**src/rtl/xtb_pkg.sv**
```systemverilog
// Shared types, character codes and helpers for the xyz text bounds scanner.
package xtb_pkg;

    localparam int NUM_AXES = 3;

    localparam logic [7:0] CH_TAB     = 8'd9;
    localparam logic [7:0] CH_NEWLINE = 8'd10;
    localparam logic [7:0] CH_VTAB    = 8'd11;
    localparam logic [7:0] CH_FFEED   = 8'd12;
    localparam logic [7:0] CH_CR      = 8'd13;
    localparam logic [7:0] CH_SPACE   = 8'd32;
    localparam logic [7:0] CH_PLUS    = 8'd43;
    localparam logic [7:0] CH_MINUS   = 8'd45;
    localparam logic [7:0] CH_ZERO    = 8'd48;
    localparam logic [7:0] CH_NINE    = 8'd57;

    typedef enum logic [1:0] {
        PH_BLANK = 2'd0,
        PH_SIGN  = 2'd1,
        PH_DIGIT = 2'd2,
        PH_STOP  = 2'd3
    } phase_t;

    typedef struct packed {
        logic is_digit;
        logic is_blank;
        logic is_sign;
        logic is_minus;
        logic is_tab;
        logic is_newline;
    } char_class_t;

    typedef struct packed {
        logic        fire;
        char_class_t cls;
        logic [3:0]  digit;
    } char_step_t;

    function automatic char_class_t classify(input logic [7:0] c);
        char_class_t r;
        r.is_digit   = (c >= CH_ZERO) && (c <= CH_NINE);
        r.is_blank   = (c == CH_SPACE) || (c == CH_VTAB) || (c == CH_FFEED) || (c == CH_CR);
        r.is_sign    = (c == CH_PLUS) || (c == CH_MINUS);
        r.is_minus   = (c == CH_MINUS);
        r.is_tab     = (c == CH_TAB);
        r.is_newline = (c == CH_NEWLINE);
        return r;
    endfunction

endpackage

```
**src/rtl/xtb_field_parser.sv**
```systemverilog
// Decimal field conversion, field indexing and line capture.
module xtb_field_parser #(
    parameter int COORD_WIDTH = 32
) (
    input  logic                          clk,
    input  logic                          rst_n,
    input  xtb_pkg::char_step_t           step,
    output logic                          line_fire,
    output logic signed [COORD_WIDTH-1:0] pt [xtb_pkg::NUM_AXES]
);

    localparam int NA = xtb_pkg::NUM_AXES;

    xtb_pkg::phase_t        phase_reg, phase_next;
    logic [COORD_WIDTH-1:0] acc_reg, acc_next;
    logic                   neg_reg, neg_next;
    logic [1:0]             fidx_reg, fidx_next;
    logic [COORD_WIDTH-1:0] cap_reg  [NA];
    logic [COORD_WIDTH-1:0] cap_next [NA];

    logic [COORD_WIDTH-1:0] acc_x10;
    logic [COORD_WIDTH-1:0] digit_ext;
    logic                   field_end;
    logic                   slot_free;

    assign acc_x10   = (acc_reg << 3) + (acc_reg << 1);
    assign digit_ext = COORD_WIDTH'(step.digit);
    assign field_end = step.fire && (step.cls.is_tab || step.cls.is_newline);
    assign slot_free = (fidx_reg < 2'(NA));
    assign line_fire = step.fire && step.cls.is_newline;

    // field values as of the end of the current line
    always_comb
    begin
        for (int i = 0; i < NA; i++)
        begin
            if (slot_free && (fidx_reg == 2'(i)))
                pt[i] = $signed(acc_reg);
            else
                pt[i] = $signed(cap_reg[i]);
        end
    end

    // conversion phase
    always_comb
    begin
        phase_next = phase_reg;
        if (field_end)
            phase_next = xtb_pkg::PH_BLANK;
        else if (step.fire && (phase_reg != xtb_pkg::PH_STOP))
        begin
            if (step.cls.is_digit)
                phase_next = xtb_pkg::PH_DIGIT;
            else if ((phase_reg == xtb_pkg::PH_BLANK) && step.cls.is_blank)
                phase_next = xtb_pkg::PH_BLANK;
            else if ((phase_reg == xtb_pkg::PH_BLANK) && step.cls.is_sign)
                phase_next = xtb_pkg::PH_SIGN;
            else
                phase_next = xtb_pkg::PH_STOP;
        end
    end

    // accumulator, sign and capture
    always_comb
    begin
        acc_next  = acc_reg;
        neg_next  = neg_reg;
        fidx_next = fidx_reg;
        for (int i = 0; i < NA; i++)
            cap_next[i] = cap_reg[i];

        if (field_end)
        begin
            acc_next = '0;
            neg_next = 1'b0;
            if (step.cls.is_newline)
            begin
                fidx_next = '0;
                for (int i = 0; i < NA; i++)
                    cap_next[i] = '0;
            end
            else if (slot_free)
            begin
                fidx_next = fidx_reg + 2'd1;
                for (int i = 0; i < NA; i++)
                begin
                    if (fidx_reg == 2'(i))
                        cap_next[i] = acc_reg;
                end
            end
        end
        else if (step.fire && (phase_reg != xtb_pkg::PH_STOP))
        begin
            if (step.cls.is_digit)
            begin
                // negative fields accumulate negated, so no final negate
                if (neg_reg)
                    acc_next = acc_x10 - digit_ext;
                else
                    acc_next = acc_x10 + digit_ext;
            end
            else if ((phase_reg == xtb_pkg::PH_BLANK) && step.cls.is_sign)
                neg_next = step.cls.is_minus;
        end
    end

    always_ff @(posedge clk or negedge rst_n)
    begin
        if (!rst_n)
        begin
            phase_reg <= xtb_pkg::PH_BLANK;
            acc_reg   <= '0;
            neg_reg   <= 1'b0;
            fidx_reg  <= '0;
            for (int i = 0; i < NA; i++)
                cap_reg[i] <= '0;
        end
        else
        begin
            phase_reg <= phase_next;
            acc_reg   <= acc_next;
            neg_reg   <= neg_next;
            fidx_reg  <= fidx_next;
            for (int i = 0; i < NA; i++)
                cap_reg[i] <= cap_next[i];
        end
    end

endmodule

```
**src/rtl/xtb_bounds_track.sv**
```systemverilog
// Running min/max per axis and smallest/second-smallest distinct x.
module xtb_bounds_track #(
    parameter int COORD_WIDTH = 32
) (
    input  logic                          clk,
    input  logic                          rst_n,
    input  logic                          line_fire,
    input  logic signed [COORD_WIDTH-1:0] pt        [xtb_pkg::NUM_AXES],
    output logic signed [COORD_WIDTH-1:0] low_next  [xtb_pkg::NUM_AXES],
    output logic signed [COORD_WIDTH-1:0] high_next [xtb_pkg::NUM_AXES],
    output logic        [COORD_WIDTH-1:0] grid_next
);

    localparam int NA = xtb_pkg::NUM_AXES;

    logic signed [COORD_WIDTH-1:0] low_reg  [NA];
    logic signed [COORD_WIDTH-1:0] high_reg [NA];
    logic signed [COORD_WIDTH-1:0] small_reg, small_next;
    logic signed [COORD_WIDTH-1:0] second_reg, second_next;
    logic                          first_reg, first_next;
    logic signed [COORD_WIDTH-1:0] x;

    assign x = pt[0];

    always_comb
    begin
        for (int i = 0; i < NA; i++)
        begin
            low_next[i]  = low_reg[i];
            high_next[i] = high_reg[i];
        end
        small_next  = small_reg;
        second_next = second_reg;
        first_next  = first_reg;

        if (line_fire)
        begin
            if (first_reg)
            begin
                for (int i = 0; i < NA; i++)
                begin
                    low_next[i]  = pt[i];
                    high_next[i] = pt[i];
                end
                small_next  = x;
                second_next = x;
                first_next  = 1'b0;
            end
            else
            begin
                for (int i = 0; i < NA; i++)
                begin
                    if (pt[i] < low_reg[i])
                        low_next[i] = pt[i];
                    if (high_reg[i] < pt[i])
                        high_next[i] = pt[i];
                end
                if (x < small_reg)
                begin
                    second_next = small_reg;
                    small_next  = x;
                end
                else if (x != small_reg)
                begin
                    // second equal to smallest means no second x yet
                    if ((second_reg == small_reg) || (x < second_reg))
                        second_next = x;
                end
            end
        end
        grid_next = $unsigned(second_next) - $unsigned(small_next);
    end

    always_ff @(posedge clk or negedge rst_n)
    begin
        if (!rst_n)
        begin
            for (int i = 0; i < NA; i++)
            begin
                low_reg[i]  <= '0;
                high_reg[i] <= '0;
            end
            small_reg  <= '0;
            second_reg <= '0;
            first_reg  <= 1'b1;
        end
        else
        begin
            for (int i = 0; i < NA; i++)
            begin
                low_reg[i]  <= low_next[i];
                high_reg[i] <= high_next[i];
            end
            small_reg  <= small_next;
            second_reg <= second_next;
            first_reg  <= first_next;
        end
    end

    a_bounds_x_ordered: assert property (@(posedge clk) disable iff (!rst_n)
        !first_reg |-> (low_reg[0] <= high_reg[0]))
        else $error("x bounds out of order");

    a_bounds_y_ordered: assert property (@(posedge clk) disable iff (!rst_n)
        !first_reg |-> (low_reg[1] <= high_reg[1]))
        else $error("y bounds out of order");

    a_small_is_min_x: assert property (@(posedge clk) disable iff (!rst_n)
        !first_reg |-> ((small_reg == low_reg[0]) && (small_reg <= second_reg)))
        else $error("smallest x does not track min x");

endmodule

```
**src/rtl/xyz_text_bounds_scanner.sv**
```systemverilog
// Top level: input register, field parser, bounds tracker and result register.
// A newline that advances from the input register loads its result and raises out_valid.
// Throughput: one character per cycle while no newline stalls; the per-character digit
// multiply-add and the newline bound compares are combinational after the input register.
// A held result does not block characters; only a newline waiting behind it stalls.
// Reset (rst_n low, asynchronous): both registers empty, bounds armed for the first line.
module xyz_text_bounds_scanner #(
    parameter int COORD_WIDTH = 32
) (
    input  logic               clk,
    input  logic               rst_n,
    input  logic               in_valid,
    output logic               in_stall,
    input  logic [7:0]         char_byte,
    output logic               out_valid,
    input  logic               out_stall,
    output logic signed [31:0] point_x,
    output logic signed [31:0] point_y,
    output logic signed [31:0] point_z,
    output logic signed [31:0] min_x,
    output logic signed [31:0] min_y,
    output logic signed [31:0] min_z,
    output logic signed [31:0] max_x,
    output logic signed [31:0] max_y,
    output logic signed [31:0] max_z,
    output logic        [31:0] grid_step
);

    localparam int NA = xtb_pkg::NUM_AXES;

    logic                in_vld_reg, in_vld_next;
    logic [7:0]          byte_reg;
    logic                out_vld_reg, out_vld_next;
    logic                accept;
    logic                advance;
    logic                out_free;
    xtb_pkg::char_class_t cls;
    xtb_pkg::char_step_t  step;

    logic signed [31:0]  point_x_reg;
    logic signed [31:0]  point_y_reg;
    logic signed [31:0]  point_z_reg;
    logic signed [31:0]  min_x_reg;
    logic signed [31:0]  min_y_reg;
    logic signed [31:0]  min_z_reg;
    logic signed [31:0]  max_x_reg;
    logic signed [31:0]  max_y_reg;
    logic signed [31:0]  max_z_reg;
    logic        [31:0]  grid_step_reg;

    logic                          line_fire;
    logic signed [COORD_WIDTH-1:0] pt        [NA];
    logic signed [COORD_WIDTH-1:0] low_next  [NA];
    logic signed [COORD_WIDTH-1:0] high_next [NA];
    logic        [COORD_WIDTH-1:0] grid_next;

    assign cls      = xtb_pkg::classify(byte_reg);
    assign out_free = !out_vld_reg || !out_stall;
    assign advance  = in_vld_reg && (!cls.is_newline || out_free);
    assign in_stall = in_vld_reg && !advance;
    assign accept   = in_valid && !in_stall;

    assign step.fire  = advance;
    assign step.cls   = cls;
    assign step.digit = byte_reg[3:0];

    assign in_vld_next  = accept ? 1'b1 : (advance ? 1'b0 : in_vld_reg);
    assign out_vld_next = line_fire ? 1'b1 : (out_free ? 1'b0 : out_vld_reg);
    assign out_valid    = out_vld_reg;

    assign point_x   = point_x_reg;
    assign point_y   = point_y_reg;
    assign point_z   = point_z_reg;
    assign min_x     = min_x_reg;
    assign min_y     = min_y_reg;
    assign min_z     = min_z_reg;
    assign max_x     = max_x_reg;
    assign max_y     = max_y_reg;
    assign max_z     = max_z_reg;
    assign grid_step = grid_step_reg;

    xtb_field_parser #(
        .COORD_WIDTH (COORD_WIDTH)
    ) u_parser (
        .clk       (clk),
        .rst_n     (rst_n),
        .step      (step),
        .line_fire (line_fire),
        .pt        (pt)
    );

    xtb_bounds_track #(
        .COORD_WIDTH (COORD_WIDTH)
    ) u_bounds (
        .clk       (clk),
        .rst_n     (rst_n),
        .line_fire (line_fire),
        .pt        (pt),
        .low_next  (low_next),
        .high_next (high_next),
        .grid_next (grid_next)
    );

    always_ff @(posedge clk or negedge rst_n)
    begin
        if (!rst_n)
        begin
            in_vld_reg  <= 1'b0;
            out_vld_reg <= 1'b0;
        end
        else
        begin
            in_vld_reg  <= in_vld_next;
            out_vld_reg <= out_vld_next;
        end
    end

    always_ff @(posedge clk)
    begin
        if (accept)
            byte_reg <= char_byte;
        if (line_fire)
        begin
            point_x_reg   <= 32'(pt[0]);
            point_y_reg   <= 32'(pt[1]);
            point_z_reg   <= 32'(pt[2]);
            min_x_reg     <= 32'(low_next[0]);
            min_y_reg     <= 32'(low_next[1]);
            min_z_reg     <= 32'(low_next[2]);
            max_x_reg     <= 32'(high_next[0]);
            max_y_reg     <= 32'(high_next[1]);
            max_z_reg     <= 32'(high_next[2]);
            grid_step_reg <= 32'(grid_next);
        end
    end

    a_stall_only_when_held: assert property (@(posedge clk) disable iff (!rst_n)
        in_stall |-> (in_vld_reg && cls.is_newline && out_vld_reg))
        else $error("input stalled without a blocked newline");

    a_no_result_overwrite: assert property (@(posedge clk) disable iff (!rst_n)
        line_fire |-> out_free)
        else $error("result register overwritten while held");

    a_line_gives_result: assert property (@(posedge clk) disable iff (!rst_n)
        line_fire |=> out_valid)
        else $error("newline produced no result");

    a_request_lands: assert property (@(posedge clk) disable iff (!rst_n)
        accept |=> in_vld_reg)
        else $error("accepted request lost from input register");

endmodule

```
**config.mk**
```make
export PLATFORM = sky130hd
export DESIGN_NAME = xyz_text_bounds_scanner
export DESIGN_NICKNAME = d
export VERILOG_FILES = /design/src/rtl/xtb_pkg.sv /design/src/rtl/xtb_field_parser.sv /design/src/rtl/xtb_bounds_track.sv /design/src/rtl/xyz_text_bounds_scanner.sv
export SDC_FILE = /design/constraint.sdc
export NUM_CORES = 1
export LEC_CHECK = 0
export BUFFER_PORTS_ARGS = -buffer_cell sky130_fd_sc_hd__buf_2
export CAP_MARGIN = 20
export CORE_ASPECT_RATIO = 0.6
export CORE_MARGIN = 3
export CORE_UTILIZATION = 45
export DETAILED_ROUTE_END_ITERATION = 6
export GPL_TIMING_DRIVEN = 0
export HOLD_SLACK_MARGIN = 0.1
export RECOVER_POWER = 50
export SETUP_SLACK_MARGIN = 0.05
export SYNTH_ARGS = -nofsm -noshare
export SYNTH_HDL_FRONTEND = slang
export SYNTH_HIERARCHICAL = 1
export SYNTH_SLANG_ARGS = --single-unit
```
**constraint.sdc**
```tcl
create_clock -name clk -period 34.7 [get_ports clk]
set_input_delay 10.41 -clock clk [delete_from_list [all_inputs] [get_ports clk]]
set_output_delay 10.41 -clock clk [all_outputs]
set_load 0.02 [all_outputs]
```
### After elaboration in Yosys (flattened, before gate mapping)

Index checks and enable logic that the tools add are counted.

| word-level totals | value |
|---|---|
| latch bits | 0 |
| output and inout bits | 322 |
| flip-flop bits (word level) | 720 |
| input port bits | 12 |
| memory bits (read-only) | 0 |
| bits in writable memories | 0 |
| logic and storage cells | 146 |
| memories | 0 |

| operators by class | value |
|---|---|
| equal/unequal tests | 14 |
| $lt $le $gt $ge | 11 |
| shift-type cells | 0 |
| divide/modulo/power cells | 0 |
| reductions and logical operators | 42 |
| bitwise operators | 0 |
| $add $sub $neg | 5 |
| multipliers | 0 |
| multiplexer cells | 45 |

Operators with widths:

| operator | count |
|---|---|
| 2-to-1 mux 32 bit | 24 |
| 2-to-1 mux 96 bit | 6 |
| < comparator 32 bit | 8 |
| == test 8 x 4 -> 1 bit (second input constant) | 5 |
| adder 32 bit | 1 |
| adder 32 x 4 -> 32 bit | 1 |
| == test 32 bit | 1 |
| inequality test 32 bit | 1 |
| subtractor 32 bit | 1 |
| subtractor 32 x 4 -> 32 bit | 1 |
| == test 8 x 6 -> 1 bit (second input constant) | 3 |
| nonzero test 2 bit | 9 |
| 2-to-1 mux 2 bit | 7 |
| logical AND 1 bit | 12 |
| AND reduction 3 bit | 4 |
| >= comparator 8 x 6 -> 1 bit (second input constant) | 1 |
| less-or-equal comparator 8 x 6 -> 1 bit (second input constant) | 1 |
| logical OR 1 bit | 8 |
| 2-to-1 mux 1 bit | 8 |
| zero test 1 bit | 5 |
| zero test 2 bit | 2 |
| AND reduction 2 bit | 2 |
| adder 2 x 1 -> 2 bit (second input constant) | 1 |
| == test 2 x 1 -> 1 bit (second input constant) | 1 |
| other kinds (4) | 4 |

### Logic depth before layout (Yosys ltp)

| depth | value |
|---|---|
| word-level depth | 11 |
| mapped depth | 35 |
| depth with buffers taken out | 32 |

### Hierarchy

The synthesis kept the hierarchy.

By module, submodules not included:

| module | sequential area each (um^2) | area each (um^2) | instances | cells each |
|---|---|---|---|---|
| xtb_bounds_track | 6432.4 | 18298.8 | 1 | 1892 |
| xyz_text_bounds_scanner | 9899.5 | 10087.2 | 1 | 356 |
| xtb_field_parser | 3328.2 | 9302.7 | 1 | 1067 |

### Least setup slack after synthesis

No wires, ideal clock.

| path | value |
|---|---|
| path type | input to register |
| start point | input out_stall |
| end point | register grid_step_reg[31], in the netlist grid_step[31] (data pin) |
| arrival | 22.999 ns |
| required time | 34.431 ns |
| stages | 22 |
| setup time | 0.269 ns |
| path slack | 11.432 ns |
| buffers on the path | 3 |
| cells stage by stage | a31oi_1 -> clkbuf_1 -> and2_1 -> o21ai_4 -> clkbuf_1 -> clkbuf_1 -> o21a_1 -> ha_1 -> or2_2 -> a21oi_1 -> a311oi_1 -> o21a_1 -> o21ai_0 -> a21oi_1 -> nand3_1 -> mux2i_1 -> or4_4 -> a31oi_4 -> o211ai_2 -> a31o_2 -> o221ai_2 -> xor3_1 |

| on the way | value |
|---|---|
| cells in the longest elaborated chain, start to end | 7 |
| elaborated cells between the ends (all ways) | 8 |
| those cells by class | add/sub: 1; mux: 2; reduce/logical: 5 |

Ends and longest elaborated chain:

| item | line | source |
|---|---|---|
| from (decl) | xyz_text_bounds_scanner.sv:16 | `input logic out_stall,` |
| zero test 1 bit (*) | xyz_text_bounds_scanner.sv:58 | `assign out_free = !out_vld_reg \|\| !out_stall;` |
| logical OR 1 bit (*) | xyz_text_bounds_scanner.sv:58 |  |
| logical OR 1 bit (*) | xyz_text_bounds_scanner.sv:59 | `assign advance = in_vld_reg && (!cls.is_newline \|\| out_free);` |
| logical AND 1 bit (*) | xyz_text_bounds_scanner.sv:59 |  |
| logical AND 1 bit (*) | xtb_field_parser.sv:30 | `assign line_fire = step.fire && step.cls.is_newline;` |
| named net line_fire | xyz_text_bounds_scanner.sv:51 | `logic line_fire;` |
| 2-to-1 mux 32 bit | xtb_bounds_track.sv:36 | `if (line_fire)` |
| subtractor 32 bit (*) | xtb_bounds_track.sv:71 | `grid_next = $unsigned(second_next) - $unsigned(small_next);` |
| named net grid_next[31] | xyz_text_bounds_scanner.sv:55 | `logic [COORD_WIDTH-1:0] grid_next;` |
| to (signal assigned) | xyz_text_bounds_scanner.sv:133 | `grid_step_reg <= 32'(grid_next);` |
| to (decl) | xyz_text_bounds_scanner.sv:49 | `logic [31:0] grid_step_reg;` |

Mark *: on every way through the listed nets, which the timed path passes. The rest lies on a longest branch.
A chain may end at the register's enable or synchronous reset.

### Worst setup path after layout

| path | value |
|---|---|
| start point | input out_stall |
| end point | output in_stall |

| on the way | value |
|---|---|
| cells in the longest elaborated chain, start to end | 6 |

Ends and longest elaborated chain:

| item | line | source |
|---|---|---|
| zero test 1 bit | xyz_text_bounds_scanner.sv:58 |  |
| logical OR 1 bit | xyz_text_bounds_scanner.sv:58 |  |
| logical OR 1 bit | xyz_text_bounds_scanner.sv:59 |  |
| logical AND 1 bit | xyz_text_bounds_scanner.sv:59 |  |
| zero test 1 bit | xyz_text_bounds_scanner.sv:60 | `assign in_stall = in_vld_reg && !advance;` |
| logical AND 1 bit | xyz_text_bounds_scanner.sv:60 |  |
| to (decl) | xyz_text_bounds_scanner.sv:13 | `output logic in_stall,` |

Every way passes these cells.

==> results.py <==
metrics = {
    "power_and_ir_drop": {
        "pwr_density_cell_nw_per_um2": 44.1,
        "p_leak_nw": 19.0,
        "peakVddDrop_v": 0.0000394,
        "p_total_w": 0.00190,
    },
    "critical_path": {
        "arrival_ns": 11.24,
        "cp.required_ns": 24.29,
        "cp-end-kind": "output port",
        "max_stage_delay_ns": 0.36,
        "slowest_stage": "nor4_1",
        "worstPathMaxFanout": 3,
        "crit_chain": "clkbuf_1 -> nand3_1 -> nor4_1 -> buf_2",
        "start_kind": "input pin",
        "critical_path_class": "input pin to output port",
    },
    "logic_synthesis": {
        "synth.lib_cells_used.distinct": 104,
        "synth_ff_type": "dfrtp_1",
        "synth_warnings": 6,
        "synth_cells": 3315,
        "avgSynthCellArea_um2": 11.4,
        "synthesis.area_um2": 37700,
        "yosysTopAreaCell": "edfxtp_1",
        "ys_async_sr_fraction_pct": 54.4,
        "synth-edff-count": 328,
        "synth.net_count": 3649,
        "synth_seq_cells": 720,
        "yosys.area.top_type_share_pct": 26.1,
        "ys_seq_area_share_pct": 52.2,
        "synthTopCellsByArea": "edfxtp_1, dfrtp_1, ha_1",
    },
    "route": {
        "avgViaCountPerCell": 5.55,
        "wl_per_cell_um": 23.0,
        "first_iter_violations": 2437,
        "ant_nets": 0,
        "vias": 27300,
        "wl_um": 113000,
        "first_pass_iters": 6,
        "route.detailed.drc": 0,
    },
    "timing": {
        "setup_tns_ns": 0,
        "setup_viol": 0,
        "fin_ws_ns": 13.05,
        "fin_crit_ns": 21.65,
        "finalCritPeriodShare_pct": 62.4,
        "hold_viol_final": 0,
        "rsz0062_at_grt": "false",
        "max-slew-margin-rel_pct": -309,
        "max_freq_mhz": 46.2,
        "worstMarginPinSlew_ns": 6.14,
        "drv_slew": 381,
        "fin_skew_ns": 0.0292,
    },
    "final_layout": {
        "layout_common_cells": "clkbuf_1, dfrtp_1, edfxtp_1, inv_1, ha_1",
        "finalNetCount": 4068,
        "area_growth_pct": 14.1,
        "drive_gt1_share_pct": 8.30,
        "fin_util_pct": 52.3,
        "nFillCells": 7555,
        "final_common_cell": "clkbuf_1",
    },
    "die": {
        "rows": 81,
        "die_area_um2": 87400,
        "die_width_um": 380,
        "start_util_pct": 45.9,
        "die_y_um": 230,
        "core_area_um2": 82200,
        "ios": 334,
    },
    "clocking": {
        "htreeDepth": 3,
        "ctsHoldBuffers": 0,
        "cts_setup_buffers": 0,
        "path_clk_slew_ns": 0.06,
        "cts_resized": 0,
        "numCtsBuffers": 72,
        "cts.sink_count": 720,
        "insertion_delay_ns": 0.68,
        "cts_buffer_depth": 3,
        "cts_tree": "done",
        "root_buffer": "clkbuf_16",
    },
    "min_path": {
        "hold_path_class": "flip-flop to flip-flop",
    },
    "outcome": {
        "violations": "capacitance limit, slew limit",
        "outcome": "finished with violations",
    },
    "grt": {
        "grt_usage_pct": 25.5,
        "grt_max_degree": 110,
        "grt_pass1_vias": 26100,
        "grt_pass1_wl_um": 169000,
        "grt_overflow": 0,
        "antenna_found_initial": 4,
    },
    "place": {
        "place_hpwl_um": 85900,
        "place_ws_ns": 13.24,
        "place.gp.congestion": 0.996,
        "io_buffers": 333,
    },
    "run": {
        "maxCapViolCount": 4,
    },
}
## cells in the mapped netlist, drive strengths merged, types with 61 or more instances
library cell    n
a21o           61
a21oi         160
clkbuf         85
dfrtp         391
edfxtp        328
ha            318
inv           322
mux2          194
mux2i         105
nand2         279
nand2b         75
nor2          104
o21ai         251
## metrics by stage
step	cell area (um^2)	hold WS [ns]	cells
6_report	43000	0.474	4914
4_1_cts	43500	0.481	4912
3_5_place_dp	41000	0.467	4779
3_3_place_gp	40800	0.458	4768
2_1_floorplan	37700	0.446	3315
5_1_grt	43000	0.491	4913
## routing by layer
metal | global-route usage, % | wire length (um) | vias to the layer above
met1 | 42.2 | 59200 | 13400
met5 | 0 | 0 | -
met4 | 5.24 | 1870 | 0
met3 | 6.86 | 10300 | 101
li1 | - | - | 12800
met2 | 32.2 | 41800 | 981
## where the power goes
part / switching [W] / internal, W / leakage [nW] / total (W)
Sequential: 0.0000129 / 0.000914 / 7.75 / 0.000927
Combinational: 0.000102 / 0.0000494 / 10.0 / 0.000151
Clock: 0.000360 / 0.000458 / 1.19 / 0.000819
Total: 0.000475 / 0.00142 / 19.0 / 0.00190
## kinds of logic after synthesis
family / after synthesis / share of synthesized area, %
buffers and inverters: 433 / 4.37
flip-flops: 720 / 52.2
AND/OR/NAND/NOR: 735 / 9.82
adder cells (fa/ha/maj): 322 / 10.8
XOR/XNOR: 110 / 2.62
AO/OA/AOI/OAI: 696 / 11.7
multiplexers: 299 / 8.60
## path summary, 6_finish.rpt
kind / from / end / slack [ns] / depth (start not counted)
setup reg to reg: u_parser/fidx_reg[0] / grid_step[31] / 23.36 / 33
hold reg to reg: u_parser/cap_reg[82] / u_parser/cap_reg[82] / 0.47 / 2
min in group asynchronous: rst_n / u_bounds/high_reg[8] / 9.93 / 1
hold / removal: u_parser/cap_reg[82] / u_parser/cap_reg[82] / 0.47 / 2
setup / recovery: out_stall / in_stall / 13.05 / 4
max in group asynchronous: rst_n / u_bounds/high_reg[67] / 14.80 / 3
## critical path: cells and delay by family
| family | cells | cell delay [ns] |
|---|---|---|
| AND/OR/NAND/NOR | 2 | 0.45 |
| buffers and inverters | 2 | 0.38 |
## area by class of cell
class,count,area [um^2],share of cell area [%]
antenna,1,2.50,0.00582
sequential,720,19700,45.7
tap,1120,1400,3.26
buffer,111,439,1.02
clock inverter,36,454,1.06
clock buffer,97,2000,4.64
timing repair buffer,345,1470,3.42
multi-input combinational,2162,16400,38.1
inverter,322,1210,2.81
Power figures use the tool's default switching activity.
